<file path="config.mk">
export PLATFORM = sky130hd
export DESIGN_NAME = imc_in_queue
export DESIGN_NICKNAME = d
export VERILOG_FILES = /design/src/sv/assert_macros.svh /design/src/sv/imc_pkg.sv /design/src/sv/imc_in_queue.sv
export SDC_FILE = /design/constraint.sdc
export NUM_CORES = 1
export LEC_CHECK = 0
export BUFFER_PORTS_ARGS = -buffer_cell sky130_fd_sc_hd__buf_2
export CAP_MARGIN = 20
export CORE_ASPECT_RATIO = 0.5
export CORE_MARGIN = 2
export CORE_UTILIZATION = 53
export DETAILED_ROUTE_END_ITERATION = 7
export PLACE_DENSITY = 0.72
export SLEW_MARGIN = 30
export SYNTH_ARGS = -nofsm -noshare
export SYNTH_HDL_FRONTEND = slang
export SYNTH_SLANG_ARGS = --single-unit
</file>
<file path="constraint.sdc">
create_clock -name clk -period 10.6 [get_ports clk]
set_clock_uncertainty 0.2 [all_clocks]
set_input_delay 2.12 -clock clk [delete_from_list [all_inputs] [get_ports clk]]
set_output_delay 2.12 -clock clk [all_outputs]
set_load 0.01 [all_outputs]
</file>
<file path="src/sv/assert_macros.svh">
// Assertion shorthands. Both sample on clk and are off while rst_n is low.
`ifndef ASSERT_MACROS_SVH
`define ASSERT_MACROS_SVH

// Consequent must hold in the same cycle as the antecedent.
`define IMC_ASSERT_SAME(label, ante, cons, msg) \
  label: assert property (@(posedge clk) disable iff (!rst_n) (ante) |-> (cons)) \
    else $error(msg);

// Consequent must hold in the cycle after the antecedent.
`define IMC_ASSERT_NEXT(label, ante, cons, msg) \
  label: assert property (@(posedge clk) disable iff (!rst_n) (ante) |=> (cons)) \
    else $error(msg);

`endif

</file>
<file path="src/sv/imc_pkg.sv">
package imc_pkg;

  localparam int DATA_WIDTH  = 32;
  localparam int COEF_WIDTH  = 18;
  localparam int COEF_FRAC   = COEF_WIDTH - 2;
  localparam int TRIG_FRAC   = 30;
  localparam int COEF_SHIFT  = TRIG_FRAC - COEF_FRAC;
  localparam int ANGLE_WIDTH = 16;
  localparam int SCALE_WIDTH = 16;
  localparam int SCALE_FRAC  = 14;
  localparam int CFG_IDX_W   = 3;
  localparam int CFG_DATA_W  = 16;
  localparam int NUM_COEF    = 9;
  localparam int COEF_IDX_W  = 4;
  localparam int QDEPTH      = 4;
  localparam int QPTR_W      = 2;

  // Scaled gyro keeps every bit: signed data times unsigned scale, less the fraction.
  localparam int GP_WIDTH    = DATA_WIDTH + SCALE_WIDTH + 1;
  localparam int GS_WIDTH    = GP_WIDTH - SCALE_FRAC;
  localparam int PROD_WIDTH  = COEF_WIDTH + GS_WIDTH;
  localparam int SUM_WIDTH   = PROD_WIDTH + 2;

  typedef enum logic [CFG_IDX_W-1:0] {
    CFG_YAW_OFFSET   = CFG_IDX_W'(0),
    CFG_PITCH_OFFSET = CFG_IDX_W'(1),
    CFG_ROLL_OFFSET  = CFG_IDX_W'(2),
    CFG_GYRO_SCALE_X = CFG_IDX_W'(3),
    CFG_GYRO_SCALE_Y = CFG_IDX_W'(4),
    CFG_GYRO_SCALE_Z = CFG_IDX_W'(5)
  } cfg_reg_t;

  typedef struct packed {
    logic signed [DATA_WIDTH-1:0] gyro_x;
    logic signed [DATA_WIDTH-1:0] gyro_y;
    logic signed [DATA_WIDTH-1:0] gyro_z;
    logic signed [DATA_WIDTH-1:0] accel_x;
    logic signed [DATA_WIDTH-1:0] accel_y;
    logic signed [DATA_WIDTH-1:0] accel_z;
  } in_item_t;

  typedef struct packed {
    logic signed [DATA_WIDTH-1:0] gyro_out_x;
    logic signed [DATA_WIDTH-1:0] gyro_out_y;
    logic signed [DATA_WIDTH-1:0] gyro_out_z;
    logic signed [DATA_WIDTH-1:0] accel_out_x;
    logic signed [DATA_WIDTH-1:0] accel_out_y;
    logic signed [DATA_WIDTH-1:0] accel_out_z;
  } out_item_t;

  typedef logic signed [COEF_WIDTH-1:0] coef_t;
  typedef coef_t [NUM_COEF-1:0] coef_vec_t;

  typedef struct packed {
    logic [ANGLE_WIDTH-1:0] yaw;
    logic [ANGLE_WIDTH-1:0] pitch;
    logic [ANGLE_WIDTH-1:0] roll;
  } angles_t;

  typedef struct packed {
    logic [SCALE_WIDTH-1:0] x;
    logic [SCALE_WIDTH-1:0] y;
    logic [SCALE_WIDTH-1:0] z;
  } gyro_scale_t;

  typedef struct packed {
    logic ready;
    logic busy;
  } build_status_t;

  // Matrix build micro-ops.
  typedef enum logic [2:0] {
    OPD_SY, OPD_CY, OPD_SP, OPD_CP, OPD_SR, OPD_CR, OPD_TMP, OPD_ONE
  } opnd_t;

  typedef enum logic [1:0] {
    ACT_TMP, ACT_SET, ACT_ADD
  } act_t;

  typedef struct packed {
    opnd_t                 a;
    opnd_t                 b;
    act_t                  act;
    logic                  neg;
    logic                  emit;
    logic [COEF_IDX_W-1:0] cidx;
  } mop_t;

endpackage

</file>
<file path="src/sv/imc_in_queue.sv">
module imc_in_queue (
  input  logic                   clk,
  input  logic                   rst_n,
  input  logic                   in_valid,
  output logic                   in_stall,
  input  imc_pkg::in_item_t      in_data,
  input  imc_pkg::build_status_t status,
  output logic                   q_valid,
  output imc_pkg::in_item_t      q_data,
  input  logic                   q_pop
);
  import imc_pkg::*;

  in_item_t          mem_r [QDEPTH];
  logic [QPTR_W-1:0] wr_ptr_r, rd_ptr_r;
  logic [QPTR_W:0]   count_r;
  logic              push;

  // Items are held back until the rotation matrix is current.
  assign in_stall = (count_r == (QPTR_W + 1)'(QDEPTH)) || !status.ready;
  assign push     = in_valid && !in_stall;
  assign q_valid  = (count_r != '0);
  assign q_data   = mem_r[rd_ptr_r];

  always_ff @(posedge clk) begin
    if (!rst_n) begin
      wr_ptr_r <= '0;
      rd_ptr_r <= '0;
      count_r  <= '0;
    end else begin
      if (push) begin
        wr_ptr_r <= wr_ptr_r + QPTR_W'(1);
      end
      if (q_pop) begin
        rd_ptr_r <= rd_ptr_r + QPTR_W'(1);
      end
      if (push && !q_pop) begin
        count_r <= count_r + (QPTR_W + 1)'(1);
      end else if (q_pop && !push) begin
        count_r <= count_r - (QPTR_W + 1)'(1);
      end
    end
  end

  always_ff @(posedge clk) begin
    if (push) begin
      mem_r[wr_ptr_r] <= in_data;
    end
  end

endmodule

</file>
==> summary.txt, run 1 <==
Outcome
  • Status: completed

Critical path
  • Worst-path fanout max: 56
  • Crit Path Class: flop to output pin
  • Kind of start point of the critical path: flop
  • CP max stage delay: 770 ps
  • Most used cell, CP: buf_4
  • Crit path cell chain: buf_4 -> buf_4 -> mux4_2 -> buf_2
  • Slowest CP cell: buf_4
  • Worst Setup End Kind: output pin
  • Critical Path AT: 3420 ps
  • Required time of the critical path: 8280 ps

Clocking
  • CTS Hold Bufs: 0
  • Clk slew on worst S/H paths: 60 ps
  • Number of post-CTS setup repair buffers: 0
  • CTS tree: done
  • TritonCTS Buffers: 67
  • Htree depth: 3
  • CTS root buf: clkbuf_16
  • Post-CTS resize count: 0
  • Later-pin clock latency in the skew report: 580 ps
  • Clock sink count: 777
  • Clk buf depth: 3

STA
  • Fin crit period: 5745 ps
  • RSZ-0062 raised after global routing: no
  • Setup tns final: 0 ps
  • Max transition margin: 38.60%
  • Fmax achieved: 174.1 MHz
  • Final hold vios: 0
  • Hold WS: 315.8 ps
  • Final setup vio count: 0
  • Post-route clock period utilization: 54.19%
  • Worst-margin pin slew: 921.0 ps
  • Max-slew violations: 0

Drt
  • WL final: 54370 um
  • Post-route ant nets: 0
  • DRC: 0
  • Via Count: 12400
  • Drt first pass iters: 5
  • Wire length per cell: 24.22 um
  • Via/cell ratio: 5.521
  • Initial DRC Count: 932

Placement
  • Post-DP HPWL: 33500 um
  • DP Area: 30870 um2
  • IO buf count: 390
  • Inst Count DP: 2119
  • Placer Congestion: 0.7262

Finish
  • Design area: 33010 um2
  • Fillers: 3530
  • Nets: 1692
  • Proportion of layout cells with a drive suffix above 1: 45.00%
  • Layout area overhead: 16.33%
  • Commonest non-fill, non-tap cell in the layout: edfxtp_1
  • Most frequent cells in the layout: edfxtp_1, buf_2, mux4_2, clkbuf_16, clkbuf_1
  • Non-Filler Instances: 2245

Synth
  • Area leader, netlist: edfxtp_1
  • Netlist cell types: 22
  • Share of the synthesized area in the top cell type: 81.27%
  • Seq/Total Area, Yosys: 81.90%
  • Post-Synthesis Cells: 1053
  • Synth Net Count: 1257
  • Yosys warnings: 0
  • Synthesized cell area: 28380 um2
  • Area contributors post-synth: edfxtp_1, mux4_2, buf_12
  • Seq cells post-synth: 777
  • Syn avg cell area: 26.95 um2

GRT
  • Met1 Use GR: 21.85%
  • Global-route wire length before repair: 81030 um
  • Vias in the first global route: 13250
  • GR Util All Layers: 19.55%
  • Met3 Resource Use GR: 3.509%
  • Largest net degree at the start of global routing: 67
  • GR Util met2: 37.65%
  • Busiest grt layer: met2
  • Total grt overflow: 0
  • Initial antenna violation count: 4

Floorplanning
  • Die H: 167.6 um
  • Rows: 59
  • Die Footprint: 55520 um2
  • I/O pins: 392
  • Core area: 52410 um2
  • Initial Util: 54.14%
  • Die width: 331.2 um

Power
  • Leak: 10.91 nW
  • Max VDD drop: 0.1150 mV
  • Pwr Density: 195.2 nW/um2

Hold path
  • Worst Hold Class: flop to flop

Run
  • Max cap viols: 0
[cells in the mapped netlist]
library cell and instances:
a21boi_0 1, a21oi_2 1, and2_1 8, buf_12 20, buf_2 18, buf_4 1, buf_6 1, clkbuf_1 4
dfxtp_1 9, edfxtp_1 768, fa_1 1, ha_1 5, inv_1 4, mux2i_1 3, mux4_2 192, nand2_1 8
nor2_1 1, nor2b_1 1, o21ai_0 1, or3_1 2, xnor2_1 2, xor2_1 2
[state kept, by name (all words and copies together) (netlist names), named ones only]
| name | count |
|---|---|
| mem_r | 768 |
| rd_ptr_r | 2 |
| count_r | 3 |
| wr_ptr_r | 2 |
[routing by layer]
layer,vias up,wire length [um]
met5,-,0
met4,0,1408
met3,82,1990
met2,297,31720
met1,6572,19260
li1,5444,-
[final timing paths]
check	cells after the start	to	slack [ps]	from
max	4	q_data[144]	4860	flop
min	2	wr_ptr_r[1]	320	wr_ptr_r[1]
max reg2reg	5	mem_r[3][123]	6950	count_r[0]
min reg2reg	2	wr_ptr_r[1]	320	wr_ptr_r[1]
[kinds of logic (layout without fill, tap and decap cells)]
kind of cell	count (synthesis)	after routing	share of synthesized area [%]
AOI/OAI and AO/OA	3	3	0.07495
DFF	777	777	81.90
and+or+nand+nor	20	20	0.3616
muxes	195	195	15.34
other	0	4	0
adders and majority gates	6	6	0.2910
buffers and inverters	48	535	1.900
xor gates and xnor gates	4	4	0.1235
[stage by stage]
stage                     util [%]  setup WS [ps]  power (mW)
after floorplan                  -           2996       3.952
final                        62.98           4855       6.444
after detailed placement     58.89           5142       4.165
after global routing         62.98           4697       6.665
after CTS                    62.90           4796       6.511
after global placement       58.82           5236       4.140
[worst max-delay path, delay by kind of cell (launching register included)]
| family | cells | cell delay [ps] |
|---|---|---|
| flops | 1 | 660 |
| mux | 1 | 420 |
| buf+inv | 3 | 1590 |
[where the power goes]
group | switching, mW | total (mW) | internal [mW]
logic | 0.314 | 0.579 | 0.265
registers | 0.0326 | 3.51 | 3.48
clock network | 1.03 | 2.35 | 1.32
total | 1.38 | 6.44 | 5.06
[area by class of cell]
class,count,area (um2),share of cell area (%)
antenna,4,10.01,0.03032
clock buffer,93,1838,5.568
clock inverter,28,264.0,0.7998
inverter,4,15.01,0.04548
multi-input combinational,228,4606,13.95
sequential,777,23250,70.43
tap,701,877.1,2.657
timing repair buffer,410,2151,6.516
No activity file was read; power rests on OpenSTA's default activity.
==> inputs of run 2 (changes only) <==
- CORE_UTILIZATION: 53 -> 51
- PLACE_DENSITY: 0.72 -> 0.73
- clock period: 10.6 -> 4.95 ns (I/O delays scaled with it)
==> run 2 against run 1 <==
  * Count of clock-buffer cells in the layout increased by 4
  * Routed wire length is 3.6% higher
  * Setup slack worse by 3600 ps
  * Largest power group unchanged
  * First-iteration DRC count is 1.1% lower
  * Power up 110%
  * Global-route usage fell by 0.23 points
  * Non-clock buffer count is 10 higher
  * Combinational power increased by 120%
  * Via count grew 2.7%
==> summary.txt, run 2 (synthesis results as in run 1) <==
Outcome
  • Status: completed

Finish
  • Proportion of layout cells with a drive suffix above 1: 45.61% (+0.61 points)
  • Most frequent cells in the layout: edfxtp_1, buf_2, mux4_2, clkbuf_16, clkbuf_1
  • Nets: 1703 (+0.65%)
  • Design area: 33300 um2 (+0.89%)
  • Most flop-heavy register: mem_r
  • Regs by FF count: mem_r (768), count_r (3)
  • Max FFs per register: 768 (unchanged)
  • Commonest non-fill, non-tap cell in the layout: edfxtp_1
  • Layout area overhead: 17.36%

Clocking
  • Later-pin clock latency in the skew report: 580 ps (about the same)
  • Clock sink count: 777 (unchanged)
  • CTS tree: done
  • TritonCTS Buffers: 68 (+1.5%)
  • Number of post-CTS setup repair buffers: 0 (unchanged)
  • CTS Hold Bufs: 0 (unchanged)
  • Clk slew on worst S/H paths: 60 ps (about the same)
  • Htree depth: 3 (unchanged)
  • Post-CTS resize count: 0 (unchanged)
  • CTS root buf: clkbuf_16
  • Clk buf depth: 3 (unchanged)

Hold path
  • Worst Hold Class: flop to flop
  • Hold_sp: wr_ptr_r[1]

Power
  • Comb pwr share: 9.2% (+0.2 points)
  • Clk pwr share: 36.5% (about the same)
  • Sw Share: 21.31% (-0.13 points)
  • Reg power frac: 54.4% (about the same)
  • Internal: 10.88 mW (+110%)
  • Leak: 11.00 nW (+0.86%)
  • Pwr Density: 415.3 nW/um2 (+110%)
  • Switching power total: 2.947 mW (+110%)
  • Max VDD drop: 0.2398 mV (+110%)

STA
  • Fmax achieved: 268.7 MHz
  • Final setup vio count: 0 (unchanged)
  • Post-route clock period utilization: 75.19%
  • Max-slew violations: 0 (unchanged)
  • Max transition margin: 40.50% (+1.9 points)
  • RSZ-0062 raised after global routing: no
  • Setup tns final: 0 ps (unchanged)
  • Worst-margin pin slew: 892.4 ps (-28.60 ps)
  • Final hold vios: 0 (unchanged)
  • Fin crit period: 3722 ps
  • Hold WS: 301.1 ps (-14.68 ps)

Drt
  • Initial DRC Count: 922 (-1.1%)
  • Wire length per cell: 24.27 um (+0.20%)
  • Drt first pass iters: 5 (unchanged)
  • Post-route ant nets: 0 (unchanged)
  • DRC: 0 (unchanged)
  • WL final: 56330 um (+3.6%)
  • Via/cell ratio: 5.486 (-0.64%)
  • Via Count: 12730 (+2.7%)

Placement
  • Placer Congestion: 0.7547 (+3.9%)
  • IO buf count: 390 (unchanged)
  • Post-DP HPWL: 35580 um (+6.2%)
  • DP Area: 31170 um2 (+0.98%)

GRT
  • GR Util All Layers: 19.32% (-0.23 points)
  • Initial antenna violation count: 17 (+13)
  • Global-route wire length before repair: 81940 um (+1.1%)
  • Total grt overflow: 0 (unchanged)
  • Largest net degree at the start of global routing: 73 (+9.0%)
  • Vias in the first global route: 13370 (+0.94%)

Floorplanning
  • Die Footprint: 57660 um2 (+3.8%)
  • Die width: 337.6 um (+1.9%)
  • Rows: 61 (+3.4%)
  • I/O pins: 392 (unchanged)
  • Die H: 170.8 um (+1.9%)
  • Initial Util: 51.35% (-2.8 points)
  • Core area: 55260 um2 (+5.4%)

Run
  • Max cap viols: 0 (unchanged)

Critical path
  • Worst-path fanout max: 43 (-23%)
  • Critical Path AT: 2530 ps (-890 ps)
  • Kind of start point of the critical path: flop
  • Crit Path Class: flop to output pin
  • Worst Setup End Kind: output pin
  • Required time of the critical path: 3760 ps (-4520 ps)
  • R2r startpoint: count_r[0]
[run 2: changes by cell type in the layout (fill, tap and decap cells not counted)]
| cell | change |
|---|---|
| diode_2 | +13 |
| buf_12 | +11 |
| clkinv_1 | -6 |
| clkinv_2 | +6 |
| buf_6 | -3 |
| clkbuf_16 | +3 |
| clkinv_8 | -3 |
| buf_4 | +2 |
| bufinv_16 | -1 |
| clkbuf_1 | +1 |
| clkinv_4 | -1 |
| inv_6 | -1 |
[run 2: final timing paths]
path | endpoint | depth (start not counted) | slack [ps]
max | q_data[91] | 3 | 1230
max reg2reg | mem_r[2][164] | 4 | 2290
min | wr_ptr_r[1] | 2 | 300
min reg2reg | wr_ptr_r[1] | 2 | 300
[run 2: routing by layer]
metal,up-vias,routed length [um],global-route usage [%]
met5,-,0,0
met4,0,2200,9.507
met3,119,2017,3.582
met2,327,32160,35.18
met1,6806,19950,22.12
li1,5481,-,-
[run 2: area by class of cell]
cell class              count  area [um2]
flip-flops and latches    777       23250
fillers                  3837       21950
multi-input cells         228        4606
repair buffers            420        2352
clock buffers              97        1917
well taps                 756       945.9
clock inverters            22       175.2
diodes                     17       42.54
inverters                   4       15.01
[run 2: critical path: stages (launching register included)]
cell,delay [ps]
dfxtp_4,730
buf_12,400
mux4_2,590
buf_2,160
[run 2: power groups by stage]
stage                     clock network, mW  logic, mW  registers, mW
after detailed placement                  0       1.28           7.66
after global routing                   5.40       1.34           7.53
final                                  5.04       1.27           7.52
after global placement                    0       1.25           7.64
after floorplan                           0      0.800           7.64
after CTS                              5.14       1.29           7.52
[run 2: per-stage QoR]
stage | setup WS [ps] | util (%) | std cells | total power [mW]
2_1_floorplan | 618.7 | - | 1053 | 8.441
3_3_place_gp | 1615 | 56.41 | 2185 | 8.892
3_5_place_dp | 1560 | 56.41 | 2185 | 8.945
4_1_cts | 1148 | 60.19 | 2304 | 13.96
5_1_grt | 1066 | 60.26 | 2320 | 14.28
6_report | 1228 | 60.27 | 2321 | 13.83
==> inputs of run 3 (changes only) <==
- CORE_UTILIZATION: 51 -> 53
- PLACE_DENSITY: 0.73 -> 0.72
- clock period: 4.95 -> 3.43 ns (I/O delays scaled with it)
==> run 3 against run 2 <==
  * Via count fell by 1.9%
  * Clock power rose by 42%
  * Global-route usage rose by 0.55 points
  * Sequential cell count did not move
  * Largest cell class unchanged
==> summary.txt, run 3 (synthesis results as in run 1) <==
Clocking
  • CTS tree: done
  • Htree depth: 3 (unchanged)
  • Clk slew on worst S/H paths: 70 ps (about the same)
  • Clk buf depth: 3 (unchanged)
  • Post-CTS resize count: 0 (unchanged)
  • Number of post-CTS setup repair buffers: 0 (unchanged)
  • CTS root buf: clkbuf_16
  • Later-pin clock latency in the skew report: 590 ps (about the same)
  • Clock sink count: 777 (unchanged)
  • TritonCTS Buffers: 67 (-1.5%)
  • CTS Hold Bufs: 0 (unchanged)

Floorplanning
  • Initial Util: 54.14% (+2.8 points)
  • Die H: 167.6 um (-1.9%)
  • I/O pins: 392 (unchanged)
  • Die width: 331.2 um (-1.9%)
  • Die Footprint: 55520 um2 (-3.7%)
  • Core area: 52410 um2 (-5.1%)
  • Rows: 59 (-3.3%)

Critical path
  • Crit Path Class: flop to output pin
  • Worst Setup End Kind: output pin
  • Slowest CP cell: dfxtp_4
  • CP max stage delay: 650 ps (-80 ps)
  • Reg2Reg Depth: 8 (+4)
  • Critical Path AT: 2260 ps (-270 ps)
  • Required time of the critical path: 2540 ps (-1220 ps)
  • R2R setup slack: 910 ps (-1380 ps)
  • Worst-path fanout max: 27 (-37%)
  • Kind of start point of the critical path: flop
  • Crit path cell chain: buf_4 -> mux4_2 -> buf_2

Drt
  • DRC: 0 (unchanged)
  • Via Count: 12500 (-1.9%)
  • Via/cell ratio: 5.505 (+0.35%)
  • Wire length per cell: 24.14 um (-0.51%)
  • Initial DRC Count: 833 (-9.7%)
  • WL final: 54810 um (-2.7%)
  • Post-route ant nets: 0 (unchanged)
  • Drt first pass iters: 5 (unchanged)

Finish
  • Non-Filler Instances: 2270 (-2.2%)
  • Most frequent cells in the layout: edfxtp_1, buf_2, mux4_2, clkbuf_16, buf_12
  • Max FFs per register: 768 (unchanged)
  • Layout area overhead: 17.83%
  • Most flop-heavy register: mem_r
  • Design area: 33440 um2 (+0.40%)
  • Commonest non-fill, non-tap cell in the layout: edfxtp_1
  • Proportion of layout cells with a drive suffix above 1: 46.06% (+0.45 points)
  • Regs by FF count: mem_r (768), count_r (3)
  • Nets: 1709 (+0.35%)

Placement
  • Placer Congestion: 0.7338 (-2.8%)
  • DP Area: 31340 um2 (+0.55%)
  • IO buf count: 390 (unchanged)
  • Inst Count DP: 2137 (-2.2%)
  • Pre-CTS WS: 581.6 ps (-978.3 ps)
  • Post-DP HPWL: 34860 um (-2.0%)

STA
  • Hold WS: 104.6 ps (-196.5 ps)
  • Max-slew violations: 0 (unchanged)
  • Worst-margin pin slew: 591.1 ps (-301.3 ps)
  • Fmax achieved: 318.3 MHz
  • Worst setup margin: 288.3 ps (-939.7 ps)
  • Setup tns final: 0 ps (unchanged)
  • Max transition margin: 60.59% (+20 points)
  • Post-route clock period utilization: 91.59%
  • Final hold vios: 0 (unchanged)
  • Fin crit period: 3142 ps
  • Final setup vio count: 0 (unchanged)
  • RSZ-0062 raised after global routing: no

GRT
  • Total grt overflow: 0 (unchanged)
  • Vias in the first global route: 13610 (+1.8%)
  • Global-route wire length before repair: 82330 um (+0.48%)
  • GR Util All Layers: 19.87% (+0.55 points)
  • Initial antenna violation count: 10 (-7)
  • Largest net degree at the start of global routing: 68 (-6.8%)

Power
  • Pwr Density: 594.2 nW/um2 (+43%)
  • Leak: 11.07 nW (+0.62%)
  • Max VDD drop: 0.3781 mV (+58%)

Hold path
  • Hold depth: 1 (-1)
  • Worst Hold Class: input port to flop

Run
  • Max cap viols: 0 (unchanged)

Outcome
  • Status: completed
-- run 3: stage by stage --
step | power [mW] | utilization (%)
final | 19.87 | 63.80
after global routing | 20.55 | 63.80
after CTS | 20.06 | 63.75
after detailed placement | 12.92 | 59.79
after global placement | 12.85 | 59.79
after floorplan | 12.18 | -
-- run 3: layout make-up --
type                            instances  area (um2)
Antenna cell                           10       25.02
Inverter                                4       15.01
Multi-Input combinational cell        228        4606
Fill cell                            3460       18980
Tap cell                              701       877.1
Sequential cell                       777       23250
Timing Repair Buffer                  427        2592
Clock buffer                           88        1798
Clock inverter                         35       274.0
-- run 3: critical path: cells and delay by family, from the launching register on --
kind / cells / cell delay [ps]
DFF: 1 / 650
buffers and inverters: 2 / 610
muxes: 1 / 370
-- run 3: where the power goes --
part	switching [mW]	total, mW	leakage [nW]	internal [mW]
sequential	0.0906	10.8	7.04	10.7
clock	3.23	7.18	1.01	3.96
combinational	0.989	1.85	3.01	0.858
total	4.31	19.9	11.1	15.6
-- run 3: path summary, 6_finish.rpt --
kind,start,to
worst max-delay path,flop,q_data[52]
worst min-delay path,in_data[7],mem_r[0][7]
worst max register to register,count_r[0],count_r[2]
worst min register to register,wr_ptr_r[1],wr_ptr_r[1]
-- run 3: routing by layer --
metal / up-vias / track usage [%] / wire, um
met5: - / 0 / 0
met4: 0 / 8.537 / 1874
met3: 105 / 3.277 / 1801
met2: 277 / 37.58 / 31780
met1: 6631 / 22.38 / 19360
li1: 5484 / - / -
