--- src/sv/assert_macros.svh ---
// Assertion shorthands. Both sample on clk and are off while rst_n is low.
`ifndef ASSERT_MACROS_SVH
`define ASSERT_MACROS_SVH

// Consequent must hold in the same cycle as the antecedent.
`define IMC_ASSERT_SAME(label, ante, cons, msg) \
  label: assert property (@(posedge clk) disable iff (!rst_n) (ante) |-> (cons)) \
    else $error(msg);

// Consequent must hold in the cycle after the antecedent.
`define IMC_ASSERT_NEXT(label, ante, cons, msg) \
  label: assert property (@(posedge clk) disable iff (!rst_n) (ante) |=> (cons)) \
    else $error(msg);

`endif

--- src/sv/imc_pkg.sv ---
package imc_pkg;

  localparam int DATA_WIDTH  = 32;
  localparam int COEF_WIDTH  = 18;
  localparam int COEF_FRAC   = COEF_WIDTH - 2;
  localparam int TRIG_FRAC   = 30;
  localparam int COEF_SHIFT  = TRIG_FRAC - COEF_FRAC;
  localparam int ANGLE_WIDTH = 16;
  localparam int SCALE_WIDTH = 16;
  localparam int SCALE_FRAC  = 14;
  localparam int CFG_IDX_W   = 3;
  localparam int CFG_DATA_W  = 16;
  localparam int NUM_COEF    = 9;
  localparam int COEF_IDX_W  = 4;
  localparam int QDEPTH      = 4;
  localparam int QPTR_W      = 2;

  // Scaled gyro keeps every bit: signed data times unsigned scale, less the fraction.
  localparam int GP_WIDTH    = DATA_WIDTH + SCALE_WIDTH + 1;
  localparam int GS_WIDTH    = GP_WIDTH - SCALE_FRAC;
  localparam int PROD_WIDTH  = COEF_WIDTH + GS_WIDTH;
  localparam int SUM_WIDTH   = PROD_WIDTH + 2;

  typedef enum logic [CFG_IDX_W-1:0] {
    CFG_YAW_OFFSET   = CFG_IDX_W'(0),
    CFG_PITCH_OFFSET = CFG_IDX_W'(1),
    CFG_ROLL_OFFSET  = CFG_IDX_W'(2),
    CFG_GYRO_SCALE_X = CFG_IDX_W'(3),
    CFG_GYRO_SCALE_Y = CFG_IDX_W'(4),
    CFG_GYRO_SCALE_Z = CFG_IDX_W'(5)
  } cfg_reg_t;

  typedef struct packed {
    logic signed [DATA_WIDTH-1:0] gyro_x;
    logic signed [DATA_WIDTH-1:0] gyro_y;
    logic signed [DATA_WIDTH-1:0] gyro_z;
    logic signed [DATA_WIDTH-1:0] accel_x;
    logic signed [DATA_WIDTH-1:0] accel_y;
    logic signed [DATA_WIDTH-1:0] accel_z;
  } in_item_t;

  typedef struct packed {
    logic signed [DATA_WIDTH-1:0] gyro_out_x;
    logic signed [DATA_WIDTH-1:0] gyro_out_y;
    logic signed [DATA_WIDTH-1:0] gyro_out_z;
    logic signed [DATA_WIDTH-1:0] accel_out_x;
    logic signed [DATA_WIDTH-1:0] accel_out_y;
    logic signed [DATA_WIDTH-1:0] accel_out_z;
  } out_item_t;

  typedef logic signed [COEF_WIDTH-1:0] coef_t;
  typedef coef_t [NUM_COEF-1:0] coef_vec_t;

  typedef struct packed {
    logic [ANGLE_WIDTH-1:0] yaw;
    logic [ANGLE_WIDTH-1:0] pitch;
    logic [ANGLE_WIDTH-1:0] roll;
  } angles_t;

  typedef struct packed {
    logic [SCALE_WIDTH-1:0] x;
    logic [SCALE_WIDTH-1:0] y;
    logic [SCALE_WIDTH-1:0] z;
  } gyro_scale_t;

  typedef struct packed {
    logic ready;
    logic busy;
  } build_status_t;

  // Matrix build micro-ops.
  typedef enum logic [2:0] {
    OPD_SY, OPD_CY, OPD_SP, OPD_CP, OPD_SR, OPD_CR, OPD_TMP, OPD_ONE
  } opnd_t;

  typedef enum logic [1:0] {
    ACT_TMP, ACT_SET, ACT_ADD
  } act_t;

  typedef struct packed {
    opnd_t                 a;
    opnd_t                 b;
    act_t                  act;
    logic                  neg;
    logic                  emit;
    logic [COEF_IDX_W-1:0] cidx;
  } mop_t;

endpackage

--- src/sv/imc_matrix_build.sv ---
module imc_matrix_build (
  input  logic                  clk,
  input  logic                  rst_n,
  input  logic                  cfg_hit,
  input  imc_pkg::angles_t      angles,
  output imc_pkg::coef_vec_t    coefs,
  output imc_pkg::build_status_t status
);
  import imc_pkg::*;

  localparam int U_W    = 17;
  localparam int R_W    = 13;
  localparam int ACC_W  = 35;
  localparam int RW     = ACC_W - COEF_SHIFT;
  localparam int OP_W   = 5;
  localparam logic [OP_W-1:0] LAST_OP = OP_W'(16);
  localparam logic [U_W-1:0] WRAP_MOD = U_W'(36000);
  localparam logic [U_W-1:0] QUAD_SPAN = U_W'(9000);
  localparam logic [U_W-1:0] HALF_QUAD = U_W'(4500);
  localparam logic signed [17:0] ANGLE_BIAS = 18'sd72000;
  localparam logic [32:0] RAD_C = 33'd191900981;
  localparam logic [30:0] ONE31 = 31'd1 << TRIG_FRAC;
  localparam logic signed [32:0] ONE33 = 33'sd1 <<< TRIG_FRAC;
  localparam logic [3:0] COS_LAST = 4'd4;
  localparam logic [3:0] SIN_LAST = 4'd8;
  localparam logic signed [ACC_W-1:0] COEF_RND =
      (COEF_SHIFT > 0) ? (ACC_W'(1) <<< (COEF_SHIFT - 1)) : '0;
  localparam logic signed [RW-1:0] CMAX =
      {{(RW - COEF_WIDTH + 1){1'b0}}, {(COEF_WIDTH - 1){1'b1}}};
  localparam logic signed [RW-1:0] CMIN = ~CMAX;

  typedef enum logic [15:0] {
    ST_IDLE  = 16'b0000_0000_0000_0001,
    ST_WRAP  = 16'b0000_0000_0000_0010,
    ST_QUAD  = 16'b0000_0000_0000_0100,
    ST_XMUL  = 16'b0000_0000_0000_1000,
    ST_XRND  = 16'b0000_0000_0001_0000,
    ST_X2MUL = 16'b0000_0000_0010_0000,
    ST_X2RND = 16'b0000_0000_0100_0000,
    ST_HMUL  = 16'b0000_0000_1000_0000,
    ST_HRND  = 16'b0000_0001_0000_0000,
    ST_DIV   = 16'b0000_0010_0000_0000,
    ST_HSUB  = 16'b0000_0100_0000_0000,
    ST_SMUL  = 16'b0000_1000_0000_0000,
    ST_SRND  = 16'b0001_0000_0000_0000,
    ST_MMUL  = 16'b0010_0000_0000_0000,
    ST_MACT  = 16'b0100_0000_0000_0000,
    ST_MEMIT = 16'b1000_0000_0000_0000
  } state_t;

  state_t state_r;
  logic   stale_r;
  logic [1:0]  ang_r;
  logic [U_W-1:0] u_r;
  logic [1:0]  quad_r;
  logic        swap_r;
  logic [29:0] x_r;
  logic [29:0] x2_r;
  logic [30:0] t_r;
  logic [30:0] p_r;
  logic [30:0] pc_r;
  logic [3:0]  hk_r;
  logic [OP_W-1:0] op_r;
  logic signed [63:0] prod_r;
  logic signed [32:0] tmp_r;
  logic signed [ACC_W-1:0] acc_r;
  logic signed [31:0] sin_r [3];
  logic signed [31:0] cos_r [3];
  coef_t coef_r [NUM_COEF];

  logic signed [32:0] ma, mb;
  logic signed [65:0] mprod;
  logic [40:0] xs;
  logic [60:0] rs60;
  logic [61:0] rs61;
  logic [31:0] div_m;
  logic [5:0]  div_s;
  logic [30:0] div_q;
  logic [30:0] t_sub;
  logic signed [31:0] ps_s, pc_s, so_s, co_s, s_fin, c_fin;
  logic signed [63:0] qs;
  logic signed [33:0] q34, term;
  logic signed [ACC_W-1:0] acc_rnd;
  logic signed [RW-1:0] crnd;
  coef_t csat;
  mop_t  cur;

  // Horner divisors 90, 56, 30, 12, 2 (cosine) and 72, 42, 20, 6 (sine) as
  // reciprocals: (p * M) >> S equals p / k for every p below 2^30.
  function automatic logic [31:0] recip_m(input logic [3:0] idx);
    logic [31:0] m;
    unique case (idx)
      4'd0:    m = 32'd1527099484;
      4'd1:    m = 32'd1227133514;
      4'd2:    m = 32'd1145324613;
      4'd3:    m = 32'd1431655766;
      4'd4:    m = 32'd1073741824;
      4'd5:    m = 32'd1908874354;
      4'd6:    m = 32'd1636178018;
      4'd7:    m = 32'd1717986919;
      4'd8:    m = 32'd1431655766;
      default: m = 32'd1073741824;
    endcase
    return m;
  endfunction

  function automatic logic [5:0] recip_s(input logic [3:0] idx);
    logic [5:0] s;
    unique case (idx)
      4'd0:    s = 6'd37;
      4'd1:    s = 6'd36;
      4'd2:    s = 6'd35;
      4'd3:    s = 6'd34;
      4'd4:    s = 6'd31;
      4'd5:    s = 6'd37;
      4'd6:    s = 6'd36;
      4'd7:    s = 6'd35;
      4'd8:    s = 6'd33;
      default: s = 6'd31;
    endcase
    return s;
  endfunction

  function automatic mop_t mk(input opnd_t a, input opnd_t b, input act_t act,
                              input logic neg, input logic emit, input int ci);
    mop_t m;
    m.a    = a;
    m.b    = b;
    m.act  = act;
    m.neg  = neg;
    m.emit = emit;
    m.cidx = COEF_IDX_W'(ci);
    return m;
  endfunction

  // Nine Q30 sums of products of the angle sines and cosines.
  function automatic mop_t op_rom(input logic [OP_W-1:0] idx);
    mop_t m;
    unique case (idx)
      5'd0:    m = mk(OPD_SY,  OPD_SP,  ACT_TMP, 1'b0, 1'b0, 0);
      5'd1:    m = mk(OPD_TMP, OPD_SR,  ACT_SET, 1'b0, 1'b0, 0);
      5'd2:    m = mk(OPD_CY,  OPD_CR,  ACT_ADD, 1'b0, 1'b1, 0);
      5'd3:    m = mk(OPD_CP,  OPD_SY,  ACT_SET, 1'b0, 1'b1, 1);
      5'd4:    m = mk(OPD_CR,  OPD_SY,  ACT_TMP, 1'b0, 1'b0, 0);
      5'd5:    m = mk(OPD_TMP, OPD_SP,  ACT_SET, 1'b1, 1'b0, 0);
      5'd6:    m = mk(OPD_CY,  OPD_SR,  ACT_ADD, 1'b0, 1'b1, 2);
      5'd7:    m = mk(OPD_CY,  OPD_SP,  ACT_TMP, 1'b0, 1'b0, 0);
      5'd8:    m = mk(OPD_TMP, OPD_SR,  ACT_SET, 1'b0, 1'b0, 0);
      5'd9:    m = mk(OPD_CR,  OPD_SY,  ACT_ADD, 1'b1, 1'b1, 3);
      5'd10:   m = mk(OPD_CY,  OPD_CP,  ACT_SET, 1'b0, 1'b1, 4);
      5'd11:   m = mk(OPD_CY,  OPD_CR,  ACT_TMP, 1'b0, 1'b0, 0);
      5'd12:   m = mk(OPD_TMP, OPD_SP,  ACT_SET, 1'b1, 1'b0, 0);
      5'd13:   m = mk(OPD_SY,  OPD_SR,  ACT_ADD, 1'b1, 1'b1, 5);
      5'd14:   m = mk(OPD_CP,  OPD_SR,  ACT_SET, 1'b1, 1'b1, 6);
      5'd15:   m = mk(OPD_SP,  OPD_ONE, ACT_SET, 1'b0, 1'b1, 7);
      5'd16:   m = mk(OPD_CP,  OPD_CR,  ACT_SET, 1'b0, 1'b1, 8);
      default: m = mk(OPD_ONE, OPD_ONE, ACT_TMP, 1'b0, 1'b0, 0);
    endcase
    return m;
  endfunction

  function automatic logic signed [32:0] opnd_val(input opnd_t sel);
    logic signed [32:0] v;
    unique case (sel)
      OPD_SY:  v = 33'(sin_r[0]);
      OPD_CY:  v = 33'(cos_r[0]);
      OPD_SP:  v = 33'(sin_r[1]);
      OPD_CP:  v = 33'(cos_r[1]);
      OPD_SR:  v = 33'(sin_r[2]);
      OPD_CR:  v = 33'(cos_r[2]);
      OPD_TMP: v = tmp_r;
      OPD_ONE: v = ONE33;
      default: v = ONE33;
    endcase
    return v;
  endfunction

  assign cur = op_rom(op_r);

  // Next angle is loaded while the current one finishes.
  logic [ANGLE_WIDTH-1:0] ang_next;
  always_comb begin
    unique case (ang_r)
      2'd0:    ang_next = angles.pitch;
      default: ang_next = angles.roll;
    endcase
  end

  logic signed [17:0] u_ext_next;
  assign u_ext_next = 18'($signed(ang_next)) + ANGLE_BIAS;

  assign div_m = recip_m(hk_r);
  assign div_s = recip_s(hk_r);

  // One shared multiplier for the whole build.
  always_comb begin
    ma = '0;
    mb = '0;
    unique case (1'b1)
      state_r[3]:  begin ma = $signed(33'(u_r[R_W-1:0])); mb = $signed(RAD_C); end
      state_r[5]:  begin ma = $signed(33'(x_r)); mb = $signed(33'(x_r)); end
      state_r[7]:  begin ma = $signed(33'(x2_r)); mb = $signed(33'(t_r)); end
      state_r[9]:  begin ma = $signed(33'(p_r)); mb = $signed({1'b0, div_m}); end
      state_r[11]: begin ma = $signed(33'(x_r)); mb = $signed(33'(t_r)); end
      state_r[13]: begin ma = opnd_val(cur.a); mb = opnd_val(cur.b); end
      default:     begin ma = '0; mb = '0; end
    endcase
  end
  assign mprod = ma * mb;

  assign xs   = 41'(prod_r[39:0]) + 41'd512;
  assign rs60 = prod_r[60:0] + (61'd1 << (TRIG_FRAC - 1));
  assign rs61 = prod_r[61:0] + (62'd1 << (TRIG_FRAC - 1));

  assign div_q = 31'(prod_r[61:0] >> div_s);
  assign t_sub = ONE31 - div_q;

  // Octant swap, then quadrant symmetry.
  assign ps_s = $signed({1'b0, rs61[60:30]});
  assign pc_s = $signed({1'b0, pc_r});
  assign so_s = swap_r ? pc_s : ps_s;
  assign co_s = swap_r ? ps_s : pc_s;
  always_comb begin
    unique case (quad_r)
      2'd0:    begin s_fin = so_s;  c_fin = co_s;  end
      2'd1:    begin s_fin = co_s;  c_fin = -so_s; end
      2'd2:    begin s_fin = -so_s; c_fin = -co_s; end
      default: begin s_fin = -co_s; c_fin = so_s;  end
    endcase
  end

  assign qs   = prod_r + (64'sd1 <<< (TRIG_FRAC - 1));
  assign q34  = qs[63:30];
  assign term = cur.neg ? -q34 : q34;

  assign acc_rnd = acc_r + COEF_RND;
  assign crnd    = acc_rnd[ACC_W-1:COEF_SHIFT];
  always_comb begin
    if (crnd > CMAX) begin
      csat = CMAX[COEF_WIDTH-1:0];
    end else if (crnd < CMIN) begin
      csat = CMIN[COEF_WIDTH-1:0];
    end else begin
      csat = crnd[COEF_WIDTH-1:0];
    end
  end

  always_ff @(posedge clk) begin
    if (!rst_n) begin
      state_r <= ST_IDLE;
      stale_r <= 1'b1;
      ang_r   <= '0;
      hk_r    <= '0;
      op_r    <= '0;
    end else begin
      if (cfg_hit) begin
        stale_r <= 1'b1;
      end
      unique case (state_r)
        ST_IDLE: begin
          if (stale_r && !cfg_hit) begin
            stale_r <= 1'b0;
            ang_r   <= '0;
            u_r     <= U_W'(18'($signed(angles.yaw)) + ANGLE_BIAS);
            state_r <= ST_WRAP;
          end
        end
        ST_WRAP: begin
          if (u_r >= WRAP_MOD) begin
            u_r <= u_r - WRAP_MOD;
          end else begin
            quad_r  <= '0;
            state_r <= ST_QUAD;
          end
        end
        ST_QUAD: begin
          if (u_r >= QUAD_SPAN) begin
            u_r    <= u_r - QUAD_SPAN;
            quad_r <= quad_r + 2'd1;
          end else begin
            swap_r  <= (u_r > HALF_QUAD);
            u_r     <= (u_r > HALF_QUAD) ? (QUAD_SPAN - u_r) : u_r;
            state_r <= ST_XMUL;
          end
        end
        ST_XMUL:  state_r <= ST_XRND;
        ST_XRND: begin
          x_r     <= xs[39:10];
          state_r <= ST_X2MUL;
        end
        ST_X2MUL: state_r <= ST_X2RND;
        ST_X2RND: begin
          x2_r    <= rs60[59:30];
          t_r     <= ONE31;
          hk_r    <= '0;
          state_r <= ST_HMUL;
        end
        ST_HMUL:  state_r <= ST_HRND;
        ST_HRND: begin
          p_r     <= rs61[60:30];
          state_r <= ST_DIV;
        end
        // The quotient comes out of the multiplier as a reciprocal product.
        ST_DIV:   state_r <= ST_HSUB;
        ST_HSUB: begin
          if (hk_r == COS_LAST) begin
            pc_r    <= t_sub;
            t_r     <= ONE31;
            hk_r    <= hk_r + 4'd1;
            state_r <= ST_HMUL;
          end else if (hk_r == SIN_LAST) begin
            t_r     <= t_sub;
            state_r <= ST_SMUL;
          end else begin
            t_r     <= t_sub;
            hk_r    <= hk_r + 4'd1;
            state_r <= ST_HMUL;
          end
        end
        ST_SMUL:  state_r <= ST_SRND;
        ST_SRND: begin
          sin_r[ang_r] <= s_fin;
          cos_r[ang_r] <= c_fin;
          if (ang_r == 2'd2) begin
            op_r    <= '0;
            state_r <= ST_MMUL;
          end else begin
            u_r     <= U_W'(u_ext_next);
            ang_r   <= ang_r + 2'd1;
            state_r <= ST_WRAP;
          end
        end
        ST_MMUL:  state_r <= ST_MACT;
        ST_MACT: begin
          unique case (cur.act)
            ACT_TMP: tmp_r <= q34[32:0];
            ACT_SET: acc_r <= ACC_W'(term);
            ACT_ADD: acc_r <= acc_r + ACC_W'(term);
            default: tmp_r <= q34[32:0];
          endcase
          if (cur.emit) begin
            state_r <= ST_MEMIT;
          end else begin
            op_r    <= op_r + OP_W'(1);
            state_r <= ST_MMUL;
          end
        end
        ST_MEMIT: begin
          coef_r[cur.cidx] <= csat;
          if (op_r == LAST_OP) begin
            state_r <= ST_IDLE;
          end else begin
            op_r    <= op_r + OP_W'(1);
            state_r <= ST_MMUL;
          end
        end
        default: state_r <= ST_IDLE;
      endcase
    end
  end

  always_ff @(posedge clk) begin
    prod_r <= mprod[63:0];
  end

  always_comb begin
    for (int i = 0; i < NUM_COEF; i++) begin
      coefs[i] = coef_r[i];
    end
  end

  assign status.ready = (state_r == ST_IDLE) && !stale_r;
  assign status.busy  = (state_r != ST_IDLE);

endmodule

--- config.mk ---
export PLATFORM = sky130hd
export DESIGN_NAME = imc_matrix_build
export DESIGN_NICKNAME = d
export VERILOG_FILES = /design/src/sv/assert_macros.svh /design/src/sv/imc_pkg.sv /design/src/sv/imc_matrix_build.sv
export SDC_FILE = /design/constraint.sdc
export NUM_CORES = 2
export LEC_CHECK = 0
export BUFFER_PORTS_ARGS = -buffer_cell sky130_fd_sc_hd__buf_2
export CAP_MARGIN = 5
export CORE_UTILIZATION = 60
export CTS_CLUSTER_SIZE = 28
export DETAILED_ROUTE_END_ITERATION = 7
export GPL_TIMING_DRIVEN = 0
export PLACE_DENSITY = 0.85
export SLEW_MARGIN = 20
export SYNTH_ARGS = -nofsm -noshare
export SYNTH_HDL_FRONTEND = slang
export SYNTH_SLANG_ARGS = --single-unit
export TNS_END_PERCENT = 100
--- constraint.sdc ---
create_clock -name clk -period 24.1 [get_ports clk]
set_input_delay 2.41 -clock clk [delete_from_list [all_inputs] [get_ports clk]]
set_output_delay 2.41 -clock clk [all_outputs]
set_load 0.03 [all_outputs]
==> impl_metrics.toml <==
[sta]
rsz0062_at_grt = "no"
clock_skew_ps = 61.60
finalSetupViolCount = 0
finalSetupTns_ps = 0
worst_slack_ps = 9260
drv_slew = 0
finalHoldViolCount = 0
tightestPinTransition_ps = 1345
slew_headroom_pct = 9.986
fmax_mhz = 67.39
post-route-period-util_pct = 61.58
min_period_ps = 14840
whs_ps = 494.1

[logic_synthesis]
synth.avg_cell_area_sq_um = 9.777
yosysSeqAreaShare_pct = 25.99
async_flop_share_pct = 0
synth_edf_count = 595
ys_ff_latch = 719
synth_area_sq_um = 78300
ys.flop_type = "edfxtp_1"
syn_inst = 8009
syn_nets = 9473
yosys_warnings = 0
synth_cell_types = 104

[cts]
h-tree-depth = 3
cts_tree = "yes"
hold_buffers = 0
cts_made_buffers = 74
cts_root_buffer = "clkbuf_16"
postCtsSetupRepairBufs = 0
postCtsResizedCells = 0
clockBufferDepth = 3
clk_pin_slew_ps = 70
clkSinkCount = 719
insertion_delay_ps = 720

[global_route]
track_usage_pct = 52.21
grt_max_degree = 47
grt_pass1_vias = 67650
antenna_found_initial = 32
grt_overflow = 0
grt_pass1_wl_um = 481100

[floorplanning]
ios = 215
dieArea_sq_um = 132000
fp.coreArea_sq_um = 129500
die_w_um = 363.3
start_util_pct = 60.47
dieHeight_um = 363.3
rows = 132

[final_layout]
final_cell_mix = "1,258 x inv_1, 1,125 x fa_1, 988 x nand2_1, 714 x nor2_1, 595 x edfxtp_1"
synthToLayoutAreaGrowth_pct = 8.939
drive_above_1_share_pct = 8.887
final_common_cell = "inv_1"
nets = 9841
fill_cells = 10400
final_util_pct = 65.88

[setup_path]
arrival_ps = 15360
crit_top_cell = "fa_1"
worstPathRequired_ps = 24620
crit_path_end_kind = "flip-flop"
path_class = "reg -> reg"
cp_slowest_cell = "fa_1"
cp_max_fo = 11
timing.rr.end = "prod_r[63]$_DFF_P_"
critPathLaunchType = "flip-flop"
critPathMaxStageDelay_ps = 1200
r2r_slack_ps = 9260
timing.rr.start = "cur[9]$_DFF_P_"
ff2ff_path_depth = 31

[place]
gp_congestion = 1.112
io_buffer_count = 214
pre_cts_ws_ps = 9757
dp_hpwl_um = 274000

[min_path]
holdPathStages = 1
hp-start = "stale_r$_SDFF_PN1_"
min_path_type = "reg -> reg"
hold_end = "stale_r$_SDFF_PN1_"

[routing]
drc = 196
ant_nets = 0
wire_per_inst_um = 33.79
wl_um = 344400
drt_iter0_drc = 12480
dr.pass1.iters = 8
vias_per_cell = 6.821
vias = 69530

[outcome]
violations = "design-rule violations"
outcome = "finished, violations left"

[power]
powerDensity_nw_per_um2 = 30.92
ir_worst_vdd_mv = 0.06699
leakagePower_nw = 36.38

[flow_run]
cap_violations = 0
-- where the power goes --
group	total (W)	switching [W]	internal [W]
clock network	0.00125	0.000563	0.000691
registers	0.00133	0.00000373	0.00133
logic	0.0000501	0.0000330	0.0000170
-- state kept, by name (all words and copies together), names as in the netlist, 14 cells and up --
name and cells:
acc_r 35, coef_r 162, cos_r 96, cur 14, div_m 14, p_r 31, pc_r 31, prod_r 64
sin_r 96, state_r 16, t_r 31, tmp_r 33, u_r 17, x2_r 30, x_r 30
-- cells in the mapped netlist (109+ instances only) --
master    number  area [sq um]
a21oi_1      270          1351
clkbuf_1     385          1445
dfxtp_1      124          2482
edfxtp_1     595         17870
fa_1        1126         22540
ha_1         287          3591
inv_1       1258          4722
nand2_1      988          3709
nand3_1      109         545.5
nor2_1       727          2729
o21ai_0      280          1401
xnor2_1      203          1778
-- per-layer routing --
metal  global-route usage [%]  wire length (um)
met5                    3.522              1040
met4                    31.17             27540
met3                    26.86             64540
met2                    70.28            134800
met1                    66.32            116500
-- cell type report --
cell class	instances	area [sq um]	share of cell area [%]
Timing Repair Buffer	292	1902	2.229
Clock inverter	40	560.5	0.6571
Antenna cell	13	32.53	0.03814
Multi-Input combinational cell	5563	51650	60.55
Clock buffer	98	2051	2.404
Buffer	457	1813	2.125
Inverter	1270	4767	5.588
Tap cell	1742	2180	2.555
Sequential cell	719	20350	23.86
-- cell families (layout without fill, tap and decap cells) --
logic type,Yosys count,in the layout,share of synthesized area (%)
and+or+nand+nor,2308,2308,12.99
buffers and inverters,1727,2157,8.381
adders and majority gates,1413,1413,33.37
AOI/OAI and AO/OA,1270,1270,10.96
DFF,719,719,25.99
xor gates and xnor gates,299,299,3.344
muxes,273,273,4.968
other,0,13,0
-- through the flow --
stage	area [sq um]	power (W)	cells
finish	85300	0.002638	10190
floorplan	78300	0.001388	8009
global placement	81550	0.001406	9965
detailed placement	82610	0.001407	10040
CTS	85230	0.002619	10180
global route	85280	0.002668	10180
-- worst max path at each step --
stage / slack (ps) / cells after the start / end / from
final: 9260 / 31 / prod_r[63]$_DFF_P_ / cur[9]$_DFF_P_
after global routing: 9100 / 31 / prod_r[63]$_DFF_P_ / cur[9]$_DFF_P_
after CTS: 9700 / 31 / prod_r[63]$_DFF_P_ / cur[9]$_DFF_P_
after detailed placement: 9760 / 31 / prod_r[63]$_DFF_P_ / cur[9]$_DFF_P_
after global placement: 8990 / 34 / prod_r[53]$_DFF_P_ / cur[9]$_DFF_P_
after floorplan: 13930 / 31 / prod_r[62]$_DFF_P_ / cur[9]$_DFF_P_
-- worst max-delay path: cells and delay by family, from the launching register on --
kind / cells / cell delay [ps]
fa+ha+maj: 9 / 5620
buf+inv: 11 / 4550
compound gates: 5 / 2000
simple gates: 5 / 1800
mux: 1 / 320
flops: 1 / 310
Power figures use the tool's default switching activity.
